**config.mk**
```make
export PLATFORM = sky130hd
export DESIGN_NAME = constant_pool_byte_parser
export DESIGN_NICKNAME = d
export VERILOG_FILES = /design/src/rtl/cpbp_pkg.sv /design/src/rtl/cpbp_in_stage.sv /design/src/rtl/cpbp_parser.sv /design/src/rtl/cpbp_out_stage.sv /design/src/rtl/constant_pool_byte_parser.sv
export SDC_FILE = /design/constraint.sdc
export NUM_CORES = 1
export LEC_CHECK = 0
export ABC_AREA = 1
export BUFFER_PORTS_ARGS = -buffer_cell sky130_fd_sc_hd__clkbuf_2
export CAP_MARGIN = 15
export CORE_ASPECT_RATIO = 1.5
export CORE_MARGIN = 2
export CORE_UTILIZATION = 40
export CTS_CLUSTER_SIZE = 30
export DETAILED_ROUTE_END_ITERATION = 6
export PLACE_DENSITY = 0.58
export SYNTH_ARGS = -nofsm -noshare
export SYNTH_HDL_FRONTEND = slang
export SYNTH_SLANG_ARGS = --single-unit
```
**constraint.sdc**
```tcl
create_clock -name aclk -period 4.9 [get_ports aclk]
set_clock_uncertainty 0.05 [all_clocks]
set_input_delay 0.245 -clock aclk [delete_from_list [all_inputs] [get_ports aclk]]
set_output_delay 0.245 -clock aclk [all_outputs]
set_load 0.01 [all_outputs]
```
**src/rtl/cpbp_pkg.sv**
```systemverilog
// Package with the types, codes and tag tables of the constant pool byte parser.
package cpbp_pkg;

    // One input transaction: a stream byte or the end-of-data marker.
    typedef struct packed {
        logic [7:0] data_byte;
        logic       end_of_data;
    } cpbp_in_t;

    // One result transaction.
    typedef struct packed {
        logic [2:0]  kind;
        logic [15:0] entry_number;
        logic [7:0]  tag;
        logic [15:0] first_index;
        logic [15:0] second_index;
        logic [63:0] payload;
        logic [3:0]  handle_kind;
        logic [7:0]  text_byte;
        logic [1:0]  error_code;
        logic        last;
    } cpbp_out_t;

    // Parser phases, one-hot.
    typedef enum logic [5:0] {
        PH_COUNT_HI = 6'b000001,
        PH_COUNT_LO = 6'b000010,
        PH_TAG      = 6'b000100,
        PH_FIELDS   = 6'b001000,
        PH_TEXT     = 6'b010000,
        PH_DRAIN    = 6'b100000
    } cpbp_phase_t;

    // Result kinds.
    localparam logic [2:0] KIND_ENTRY       = 3'd0;
    localparam logic [2:0] KIND_UTF8_HEADER = 3'd1;
    localparam logic [2:0] KIND_UTF8_BYTE   = 3'd2;
    localparam logic [2:0] KIND_ERROR       = 3'd3;
    localparam logic [2:0] KIND_EMPTY_POOL  = 3'd4;

    // Error codes.
    localparam logic [1:0] ERR_NONE        = 2'd0;
    localparam logic [1:0] ERR_UNKNOWN_TAG = 2'd1;
    localparam logic [1:0] ERR_BAD_REFKIND = 2'd2;
    localparam logic [1:0] ERR_TRUNCATED   = 2'd3;

    // Constant pool tags.
    localparam logic [7:0] TAG_UTF8          = 8'd1;
    localparam logic [7:0] TAG_INTEGER       = 8'd3;
    localparam logic [7:0] TAG_FLOAT         = 8'd4;
    localparam logic [7:0] TAG_LONG          = 8'd5;
    localparam logic [7:0] TAG_DOUBLE        = 8'd6;
    localparam logic [7:0] TAG_CLASS         = 8'd7;
    localparam logic [7:0] TAG_STRING        = 8'd8;
    localparam logic [7:0] TAG_FIELDREF      = 8'd9;
    localparam logic [7:0] TAG_METHODREF     = 8'd10;
    localparam logic [7:0] TAG_IFMETHODREF   = 8'd11;
    localparam logic [7:0] TAG_NAME_AND_TYPE = 8'd12;
    localparam logic [7:0] TAG_METHOD_HANDLE = 8'd15;
    localparam logic [7:0] TAG_METHOD_TYPE   = 8'd16;
    localparam logic [7:0] TAG_INVOKEDYNAMIC = 8'd18;

    // Valid range of a method handle reference kind.
    localparam logic [7:0] REF_KIND_MIN = 8'd1;
    localparam logic [7:0] REF_KIND_MAX = 8'd9;

    // Smallest pool count that holds at least one entry.
    localparam logic [15:0] MIN_POOL_COUNT = 16'd2;

    // Number of fixed field bytes after a tag; zero marks an unknown tag.
    function automatic logic [3:0] field_length(input logic [7:0] tag);
        logic [3:0] len;
        case (tag)
            TAG_UTF8, TAG_CLASS, TAG_STRING, TAG_METHOD_TYPE: len = 4'd2;
            TAG_INTEGER, TAG_FLOAT, TAG_FIELDREF, TAG_METHODREF,
            TAG_IFMETHODREF, TAG_NAME_AND_TYPE, TAG_INVOKEDYNAMIC: len = 4'd4;
            TAG_LONG, TAG_DOUBLE: len = 4'd8;
            TAG_METHOD_HANDLE: len = 4'd3;
            default: len = 4'd0;
        endcase
        return len;
    endfunction

endpackage

```
**src/rtl/cpbp_in_stage.sv**
```systemverilog
// Input register stage: holds one accepted transaction until the parser takes it.
module cpbp_in_stage (
    input  logic              aclk,
    input  logic              aresetn,
    input  logic              s_valid,
    output logic              s_ready,
    input  cpbp_pkg::cpbp_in_t s_data,
    output logic              item_valid,
    output cpbp_pkg::cpbp_in_t item,
    input  logic              item_take
);

    logic               valid_reg;
    cpbp_pkg::cpbp_in_t data_reg;

    // Room when empty or when the held item leaves this cycle.
    assign s_ready    = !valid_reg || item_take;
    assign item_valid = valid_reg;
    assign item       = data_reg;

    // Valid flag.
    always_ff @(posedge aclk) begin
        if (!aresetn) begin
            valid_reg <= 1'b0;
        end else if (s_ready) begin
            valid_reg <= s_valid;
        end
    end

    // Payload register.
    always_ff @(posedge aclk) begin
        if (s_valid && s_ready) begin
            data_reg <= s_data;
        end
    end

endmodule

```
**src/rtl/cpbp_parser.sv**
```systemverilog
// Parser state and the per-byte decode that produces at most one result.
module cpbp_parser (
    input  logic               aclk,
    input  logic               aresetn,
    input  logic               step,
    input  cpbp_pkg::cpbp_in_t item,
    output logic               res_valid,
    output cpbp_pkg::cpbp_out_t res
);

    cpbp_pkg::cpbp_phase_t phase_reg, phase_next;
    logic [15:0] count_reg, count_next;
    logic [15:0] slot_reg, slot_next;
    logic [7:0]  tag_reg, tag_next;
    logic [15:0] left_reg, left_next;
    logic [63:0] shift_reg, shift_next;

    logic [63:0] shift_in;
    logic [15:0] left_dec;
    logic [15:0] count_lo;
    logic [16:0] slot_plus1;
    logic [16:0] slot_plus2;
    logic        done1;
    logic        done2;
    logic [7:0]  ref_kind;
    logic [7:0]  b;

    assign b          = item.data_byte;
    assign shift_in   = {shift_reg[55:0], b};
    assign left_dec   = left_reg - 16'd1;
    assign count_lo   = {count_reg[15:8], b};
    assign slot_plus1 = {1'b0, slot_reg} + 17'd1;
    assign slot_plus2 = {1'b0, slot_reg} + 17'd2;
    assign done1      = slot_plus1 >= {1'b0, count_reg};
    assign done2      = slot_plus2 >= {1'b0, count_reg};
    assign ref_kind   = shift_in[23:16];

    // Next state and result for the byte at hand.
    always_comb begin
        phase_next = phase_reg;
        count_next = count_reg;
        slot_next  = slot_reg;
        tag_next   = tag_reg;
        left_next  = left_reg;
        shift_next = shift_reg;
        res_valid  = 1'b0;
        res        = '0;
        res.entry_number = slot_reg;

        if (item.end_of_data) begin
            // End of stream: report truncation unless the pool has already ended, then restart.
            if (phase_reg != cpbp_pkg::PH_DRAIN) begin
                res_valid      = 1'b1;
                res.kind       = cpbp_pkg::KIND_ERROR;
                res.tag        = tag_reg;
                res.error_code = cpbp_pkg::ERR_TRUNCATED;
                res.last       = 1'b1;
            end
            phase_next = cpbp_pkg::PH_COUNT_HI;
            count_next = '0;
            slot_next  = '0;
            tag_next   = '0;
            left_next  = '0;
            shift_next = '0;
        end else begin
            case (phase_reg)
                cpbp_pkg::PH_COUNT_HI: begin
                    count_next = {b, 8'h00};
                    phase_next = cpbp_pkg::PH_COUNT_LO;
                end
                cpbp_pkg::PH_COUNT_LO: begin
                    count_next = count_lo;
                    if (count_lo < cpbp_pkg::MIN_POOL_COUNT) begin
                        res_valid  = 1'b1;
                        res.kind   = cpbp_pkg::KIND_EMPTY_POOL;
                        res.last   = 1'b1;
                        phase_next = cpbp_pkg::PH_DRAIN;
                    end else begin
                        slot_next  = 16'd1;
                        phase_next = cpbp_pkg::PH_TAG;
                    end
                end
                cpbp_pkg::PH_TAG: begin
                    tag_next   = b;
                    left_next  = 16'(cpbp_pkg::field_length(b));
                    shift_next = '0;
                    if (cpbp_pkg::field_length(b) == 4'd0) begin
                        res_valid      = 1'b1;
                        res.kind       = cpbp_pkg::KIND_ERROR;
                        res.tag        = b;
                        res.error_code = cpbp_pkg::ERR_UNKNOWN_TAG;
                        res.last       = 1'b1;
                        phase_next     = cpbp_pkg::PH_DRAIN;
                    end else begin
                        phase_next = cpbp_pkg::PH_FIELDS;
                    end
                end
                cpbp_pkg::PH_FIELDS: begin
                    shift_next = shift_in;
                    left_next  = left_dec;
                    if (left_dec == 16'd0) begin
                        res_valid = 1'b1;
                        res.tag   = tag_reg;
                        if (tag_reg == cpbp_pkg::TAG_UTF8) begin
                            // Utf8 header; an empty string closes the entry here.
                            res.kind        = cpbp_pkg::KIND_UTF8_HEADER;
                            res.first_index = shift_in[15:0];
                            left_next       = shift_in[15:0];
                            if (shift_in[15:0] == 16'd0) begin
                                res.last = done1;
                                if (done1) begin
                                    phase_next = cpbp_pkg::PH_DRAIN;
                                end else begin
                                    slot_next  = slot_plus1[15:0];
                                    phase_next = cpbp_pkg::PH_TAG;
                                end
                            end else begin
                                phase_next = cpbp_pkg::PH_TEXT;
                            end
                        end else if (tag_reg == cpbp_pkg::TAG_METHOD_HANDLE &&
                                     (ref_kind < cpbp_pkg::REF_KIND_MIN ||
                                      ref_kind > cpbp_pkg::REF_KIND_MAX)) begin
                            res.kind       = cpbp_pkg::KIND_ERROR;
                            res.error_code = cpbp_pkg::ERR_BAD_REFKIND;
                            res.last       = 1'b1;
                            phase_next     = cpbp_pkg::PH_DRAIN;
                        end else if (tag_reg == cpbp_pkg::TAG_LONG ||
                                     tag_reg == cpbp_pkg::TAG_DOUBLE) begin
                            // Long and Double occupy two slots.
                            res.kind    = cpbp_pkg::KIND_ENTRY;
                            res.payload = shift_in;
                            res.last    = done2;
                            if (done2) begin
                                phase_next = cpbp_pkg::PH_DRAIN;
                            end else begin
                                slot_next  = slot_plus2[15:0];
                                phase_next = cpbp_pkg::PH_TAG;
                            end
                        end else begin
                            res.kind = cpbp_pkg::KIND_ENTRY;
                            res.last = done1;
                            case (tag_reg)
                                cpbp_pkg::TAG_METHOD_HANDLE: begin
                                    res.first_index = shift_in[15:0];
                                    res.handle_kind = ref_kind[3:0];
                                end
                                cpbp_pkg::TAG_INTEGER, cpbp_pkg::TAG_FLOAT: begin
                                    res.payload = {32'd0, shift_in[31:0]};
                                end
                                cpbp_pkg::TAG_CLASS, cpbp_pkg::TAG_STRING,
                                cpbp_pkg::TAG_METHOD_TYPE: begin
                                    res.first_index = shift_in[15:0];
                                end
                                default: begin
                                    res.first_index  = shift_in[31:16];
                                    res.second_index = shift_in[15:0];
                                end
                            endcase
                            if (done1) begin
                                phase_next = cpbp_pkg::PH_DRAIN;
                            end else begin
                                slot_next  = slot_plus1[15:0];
                                phase_next = cpbp_pkg::PH_TAG;
                            end
                        end
                    end
                end
                cpbp_pkg::PH_TEXT: begin
                    // One result per text byte; the final byte closes the entry.
                    left_next     = left_dec;
                    res_valid     = 1'b1;
                    res.kind      = cpbp_pkg::KIND_UTF8_BYTE;
                    res.tag       = cpbp_pkg::TAG_UTF8;
                    res.text_byte = b;
                    if (left_dec == 16'd0) begin
                        res.last = done1;
                        if (done1) begin
                            phase_next = cpbp_pkg::PH_DRAIN;
                        end else begin
                            slot_next  = slot_plus1[15:0];
                            phase_next = cpbp_pkg::PH_TAG;
                        end
                    end
                end
                default: begin
                    // Draining: bytes are dropped until end of data.
                end
            endcase
        end
    end

    // State registers, updated once per consumed byte.
    always_ff @(posedge aclk) begin
        if (!aresetn) begin
            phase_reg <= cpbp_pkg::PH_COUNT_HI;
            count_reg <= '0;
            slot_reg  <= '0;
            tag_reg   <= '0;
            left_reg  <= '0;
            shift_reg <= '0;
        end else if (step) begin
            phase_reg <= phase_next;
            count_reg <= count_next;
            slot_reg  <= slot_next;
            tag_reg   <= tag_next;
            left_reg  <= left_next;
            shift_reg <= shift_next;
        end
    end

endmodule

```
**src/rtl/cpbp_out_stage.sv**
```systemverilog
// Result register: holds one result transaction until the sink takes it.
module cpbp_out_stage (
    input  logic                aclk,
    input  logic                aresetn,
    input  logic                step,
    input  logic                res_valid,
    input  cpbp_pkg::cpbp_out_t res,
    output logic                free,
    output logic                m_valid,
    input  logic                m_ready,
    output cpbp_pkg::cpbp_out_t m_data
);

    logic                valid_reg;
    cpbp_pkg::cpbp_out_t data_reg;

    // The register can be loaded when empty or being emptied.
    assign free    = !valid_reg || m_ready;
    assign m_valid = valid_reg;
    assign m_data  = data_reg;

    // Valid flag.
    always_ff @(posedge aclk) begin
        if (!aresetn) begin
            valid_reg <= 1'b0;
        end else if (step) begin
            valid_reg <= res_valid;
        end else if (m_ready) begin
            valid_reg <= 1'b0;
        end
    end

    // Result payload.
    always_ff @(posedge aclk) begin
        if (step && res_valid) begin
            data_reg <= res;
        end
    end

endmodule

```
**src/rtl/constant_pool_byte_parser.sv**
```systemverilog
// Top level of the constant pool byte parser: input stage, parser and result stage.
//
//   Channel  Direction  Handshake            Payload
//   s_       in         s_valid / s_ready    cpbp_in_t  (data_byte, end_of_data)
//   m_       out        m_valid / m_ready    cpbp_out_t (one result per transaction)
//
// One byte per cycle is sustained while the sink accepts results; each byte is held in the input
// register, and its result is loaded into the result register when the parser consumes it.
// The parser state advances only when the result register can take the outcome,
// so a stalled sink holds one byte in the input register and then drops s_ready.
// Reset is synchronous on aresetn and returns the parser to waiting for the count.
module constant_pool_byte_parser (
    input  logic                aclk,
    input  logic                aresetn,
    input  logic                s_valid,
    output logic                s_ready,
    input  cpbp_pkg::cpbp_in_t  s_data,
    output logic                m_valid,
    input  logic                m_ready,
    output cpbp_pkg::cpbp_out_t m_data
);

    logic                item_valid;
    cpbp_pkg::cpbp_in_t  item;
    logic                step;
    logic                out_free;
    logic                res_valid;
    cpbp_pkg::cpbp_out_t res;

    // A byte is consumed when held and the result register has room.
    assign step = item_valid && out_free;

    cpbp_in_stage u_in (
        .aclk       (aclk),
        .aresetn    (aresetn),
        .s_valid    (s_valid),
        .s_ready    (s_ready),
        .s_data     (s_data),
        .item_valid (item_valid),
        .item       (item),
        .item_take  (step)
    );

    cpbp_parser u_parser (
        .aclk      (aclk),
        .aresetn   (aresetn),
        .step      (step),
        .item      (item),
        .res_valid (res_valid),
        .res       (res)
    );

    cpbp_out_stage u_out (
        .aclk      (aclk),
        .aresetn   (aresetn),
        .step      (step),
        .res_valid (res_valid),
        .res       (res),
        .free      (out_free),
        .m_valid   (m_valid),
        .m_ready   (m_ready),
        .m_data    (m_data)
    );

endmodule

```
# Yosys cells after proc, flatten, opt, wreduce, memory -nomap -nowiden
# Memory sizes are Yosys's and may differ from the RTL's. A register that Yosys moved wholly into a read port is not among the register bits.
# Cells that the tools add are included.
# classes
addsub	3
n_lt_le_gt_ge	5
eq_ne	22
n_mux	82
bitwise	4
reduce_logical	37
# op_table
operator	n
16-bit 2-to-1 mux	16
56-bit one-hot mux with 2 select lines	1
108-bit 2-to-1 mux	1
100-bit 2-to-1 mux	1
16-bit one-hot mux with 3 select lines	2
84-bit 2-to-1 mux	1
6-bit 2-to-1 mux	11
32-bit 2-to-1 mux	2
64-bit 2-to-1 mux	1
16-bit one-hot mux with 2 select lines	2
56-bit 2-to-1 mux	1
8-bit 2-to-1 mux	5
17-bit by 16-bit greater-or-equal comparator with 1-bit output	2
8-bit by 3-bit == test with 1-bit output, second input constant	4
16-bit zero test	2
6-bit one-hot mux with 5 select lines	1
4-bit 2-to-1 mux	6
8-bit one-hot mux with 3 select lines	1
3-bit 2-to-1 mux	7
16-bit by 1-bit adder with 17-bit output, second input constant	1
16-bit by 2-bit adder with 17-bit output, second input constant	1
8-bit by 4-bit == test with 1-bit output, second input constant	2
16-bit by 2-bit less-than comparator with 1-bit output, second input constant	1
16-bit by 1-bit subtractor with 16-bit output, second input constant	1
other kinds (44)	80
# totals
reg_bits	267
romBits	256
in_bits	13
output_inout_bits	140
word_cells	176
n_memories	2
# memory_table
name	words	word_bits	read_ports	rd_clocked_by_memory_dff	wr	line	text
(name not given)	32	4	1	1	0	cpbp_pkg.sv:73	case (tag)
(name not given)	32	4	1	1	0	cpbp_pkg.sv:73	

# Longest topological paths before layout
# logic_depth
depth_word	9
ltp_mapped	25

# Modules after synthesis
# From an unflattened synthesis, not the netlist that was laid out.
# unflattened
hier_cells	1755
area_unflattened_um2	14031.0
# by_module_without_submodules
module	instances	cells_each	area_per_inst_um2	seq_area_each_um2
cpbp_parser	1	1590	9502.9	2362.3
cpbp_out_stage	1	147	4199.0	4164.0
cpbp_in_stage	1	16	321.6	290.3
constant_pool_byte_parser	1	2	7.5	0.0

# Worst setup path after synthesis
# No wires, ideal clock.
# synth_timing
path_kind	register to register
start	reg u_parser.left_reg[0]
end	reg u_out.data_reg (netlist bit u_out.m_data[0]) (enable)
arrival_ps	4507
required_ps	4359
setup_slack_ps	-148
path_stages_with_launch	14
synth_period_minus_slack_ps	5048
cell_sequence	dfxtp_1 inv_2 ha_1 xnor2_1 inv_1 nor2_1 nand3_1 nor2_1 nand4_1 nor2_2 nand3_1 nand3_1 nand3_1 inv_1
# synth_between
elab_chain_len	6
# synth_lines
element	line	text
start, declared	cpbp_parser.sv:15	logic [15:0] left_reg, left_next;
start signal, assigned	cpbp_parser.sv:206	left_reg <= left_next;
16-bit by 1-bit subtractor with 16-bit output	cpbp_parser.sv:30	assign left_dec = left_reg - 16'd1;
16-bit zero test	cpbp_parser.sv:101	if (left_dec == 16'd0) begin
1-bit 2-to-1 mux	cpbp_parser.sv:101	
1-bit one-hot mux with 4 select lines	cpbp_parser.sv:66	case (phase_reg)
1-bit 2-to-1 mux	cpbp_parser.sv:50	if (item.end_of_data) begin
1-bit logical AND	cpbp_out_stage.sv:35	if (step && res_valid) begin
end signal, assigned	cpbp_out_stage.sv:36	data_reg <= res;
end, declared	cpbp_out_stage.sv:15	cpbp_pkg::cpbp_out_t data_reg;
# Every way passes these cells.
# A chain may end at the register's enable or synchronous reset.

# Worst setup path in the final report
# layout_timing
start	reg u_parser.slot_reg[1]
end	reg u_parser.slot_reg[8]
# layout_between
elab_chain_len	9
elab_cells_between_ends	16
cone_classes	add/sub (2); order compare (2); eq/ne (1); mux (10); reduce/logical (1)
# layout_lines
element	line	text
start, declared	cpbp_parser.sv:13	logic [15:0] slot_reg, slot_next;
start signal, assigned	cpbp_parser.sv:204	slot_reg <= slot_next;
16-bit by 1-bit adder with 17-bit output	cpbp_parser.sv:32	assign slot_plus1 = {1'b0, slot_reg} + 17'd1;
17-bit by 16-bit greater-or-equal comparator with 1-bit output	cpbp_parser.sv:34	assign done1 = slot_plus1 >= {1'b0, count_reg};
16-bit 2-to-1 mux	cpbp_parser.sv:111, cpbp_parser.sv:159, cpbp_parser.sv:177	
16-bit 2-to-1 mux	cpbp_parser.sv:127	end else if (tag_reg == cpbp_pkg::TAG_LONG ||
16-bit 2-to-1 mux	cpbp_parser.sv:120	end else if (tag_reg == cpbp_pkg::TAG_METHOD_HANDLE &&
16-bit 2-to-1 mux	cpbp_parser.sv:104	if (tag_reg == cpbp_pkg::TAG_UTF8) begin
16-bit 2-to-1 mux	cpbp_parser.sv:101	
16-bit one-hot mux with 3 select lines	cpbp_parser.sv:66	
16-bit 2-to-1 mux	cpbp_parser.sv:50	
# Several ways; a longest one is shown, not always the timed one. The select of a mux whose other input is x is not followed.

==> impl_metrics.csv <==
group,metric,value,unit
sta,max-slew-margin-rel,0.305,
cells_and_area,fin_util,0.471,
yosys,ys_seq_area_frac,0.500,
clocking,cts_tree,"done",
setup_path,crit_fanout,15,
grt,antenna_found_initial,0,
setup_path,cp_slowest_cell,"dfxtp_1",
grt,grt_max_degree,65,
setup_path,crit_required,5.28,ns
clocking,clockBufferDepth,3,
die,initial_utilization,0.404,
yosys,yosysMostFrequentCell,"nand2_1",
die,die-area,36000,um2
sta,rsz0062_at_grt,"false",
min_path,hp-class,"primary input to flip-flop",
sta,fin_crit,4.08,ns
yosys,synth_edf_count,147,
placement,dp_hpwl,29700,um
setup_path,worstSetupPathType,"flip-flop to flip-flop",
yosys,yosysWarnings,0,
setup_path,crit_path_max_incr_delay,0.48,ns
route,route.detailed.drc,0,
die,die_w,156,um
cells_and_area,fillers,3337,
sta,fmaxAchievable,245,MHz
setup_path,worstSetupPathDepth,21,
run_status,outcome,"completed",
pwr,power_density,328,nW/um2
setup_path,crit_path_end_kind,"flip-flop",
cells_and_area,drive_above_1_share,0.159,
sta,hold_viol_final,0,
grt,grt_overflow,0,
yosys,synth_cells,1637,
yosys,synth_ff_type,"edfxtp_1",
route,drtIter0Drc,718,
yosys,yosysTopAreaCellShare,0.320,
setup_path,crit_buf_inv,3,
die,core.rowCount,83,
placement,io_buffers,152,
sta,timing.hold.ws,0.0869,ns
sta,fin_setup_tns,0,ns
yosys,synth_top_cell_by_area,"edfxtp_1",
yosys,syn_nets,1691,
pwr,vdd_ir_drop_max,0.000220,V
route,vias,11800,
yosys,syn_avg_cell_area,8.43,um2
setup_path,startpoint_type,"flip-flop",
die,core,34200,um2
yosys,synth_cell_type_count,44,
die,die_h,231,um
die,io-pin-count,153,
min_path,whs_path_depth,3,
placement,routabilityCongestion,0.937,
yosys,ys_top_cells_by_area,"edfxtp_1 (32%), dfxtp_1 (18%), nand2_1 (8.9%)",
sta,period_share,0.832,
sta,setup_viol,0,
setup_path,path_delay_family,"simple AND/OR/NAND/NOR gates",
cells_and_area,largest_reg_flops,138,
yosys,syn-cell-area,13800,um2
route,vias_per_cell,5.32,
cells_and_area,n_antenna_cell,0,
cells_and_area,area_growth,16.5,%
route,drt_wl_total,41300,um
route,dr.pass1.iters,5,
clocking,cts_buffers,27,
clocking,insertion_delay,0.56,ns
setup_path,cp.arrival,4.46,ns
clocking,cts_sinks,271,
grt,grt_usage,0.228,
run,max_cap_violations,0,
yosys,ys_seq_elements,271,
sta,worstMarginPinSlew,1.04,ns
clocking,clk_pin_slew,0.07,ns
sta,drv_slew,0,
pwr,power_leakage,6.16,nW
grt,grt_first_pass_wirelength,64100,um
yosys,async_reset_ff_frac,0,
cells_and_area,final_net_count,1826,
clocking,cts_resized,0,
grt,grt_pass1_vias,11500,
clocking,root_buffer,"clkbuf_16",
route,wire_per_inst,18.6,um
setup_path,rrSetupSlack,0.82,ns
clocking,h-tree-depth,1,
setup_path,path_cells,"ha_1 > nand2_1 > nor2_1 > inv_1 > nor2_1 > and2_1 > nand2_1 > xnor2_1 > ha_1 > inv_1 > nor2_1 > nor2_1 > nand3_1 > nor2_1 > nand2_1 > nand3_1 > nand2_1 > inv_1 > nand3b_2 > nand2_1 > a21oi_1",
setup_path,r2r_cells,21,
yosys,netlist_top_cells_count,"nand2_1 (329), inv_1 (181), edfxtp_1 (147)",
route,antenna_left,0,
==> cell families after synthesis <==
group           after synthesis  share of synthesized area
fa+ha+maj                    41                     0.0372
simple gates                727                      0.246
xor+xnor                     27                     0.0171
buf+inv                     263                     0.0736
compound gates              308                      0.126
flops                       271                      0.500
==> final cells by class <==
type / instances / area, um2 / area share
clock buffer: 30 / 708 / 0.0440
clock inverter: 20 / 256 / 0.0160
inverter: 187 / 707 / 0.0440
multi-input combinational: 1103 / 5910 / 0.368
sequential: 271 / 6900 / 0.429
tap: 425 / 532 / 0.0331
timing repair buffer: 182 / 1060 / 0.0662
==> worst min-delay path, stage by stage <==
cell and delay [ns]:
clkbuf_2 0.24, nand2_1 0.13, nor2_1 0.04
==> cell usage in the layout (no fill, tap or decap), types with 5 or more instances in the layout <==
master,count
edfxtp_1,147
clkbuf_16,28
o21ai_0,72
nand3_1,109
clkinv_1,6
a211oi_1,57
nor3_2,28
inv_1,180
clkinvlp_4,5
nor2_2,11
dfxtp_1,124
buf_4,15
xor2_1,24
nand4_1,36
nor2_1,130
nor3_1,51
clkbuf_2,152
nand2_1,329
dlygate4sd3_1,10
nor2_4,8
bufinv_16,5
o22ai_1,19
ha_1,41
nand2_2,7
a21oi_1,146
==> report_power, final <==
part / leakage [nW] / switching [mW] / internal (mW) / total [mW]
combinational: 3.46 / 0.357 / 0.144 / 0.502
sequential: 2.24 / 0.0491 / 2.47 / 2.52
clock: 0.457 / 0.936 / 1.32 / 2.25
total: 6.16 / 1.34 / 3.94 / 5.28
==> worst paths after layout <==
kind,start,end
setup reg to reg,u_parser.slot_reg[1],u_parser.slot_reg[8]
setup / recovery,u_parser.slot_reg[1],u_parser.slot_reg[8]
hold / removal,aresetn,u_parser.slot_reg[0]
hold reg to reg,u_parser.count_reg[14],u_parser.count_reg[14]
==> routing by layer <==
| layer | global-route usage | part of all wire | vias up |
|---|---|---|---|
| met3 | 0.0264 | 0.045 | 87 |
| met2 | 0.414 | 0.51 | 349 |
| met5 | 0 | 0 | - |
| met1 | 0.268 | 0.40 | 5517 |
| li1 | - | - | 5838 |
| met4 | 0.0998 | 0.043 | 0 |
==> what timing repair did <==
item	CTS	global route
buffers inserted	0	0
hold endpoints to repair	10	0
hold buffers	10	0
==> per-stage QoR <==
step,setup WS [ns],std cells,power (mW),instance area [um2]
after global placement,1.01,2157,3.07,15000
after global routing,0.553,2218,5.47,16100
final,0.823,2218,5.28,16100
after CTS,0.876,2218,5.33,16100
after floorplan,0.726,1637,2.88,13800
after detailed placement,0.921,2158,3.07,15000
No activity file was read; power rests on OpenSTA's default activity.
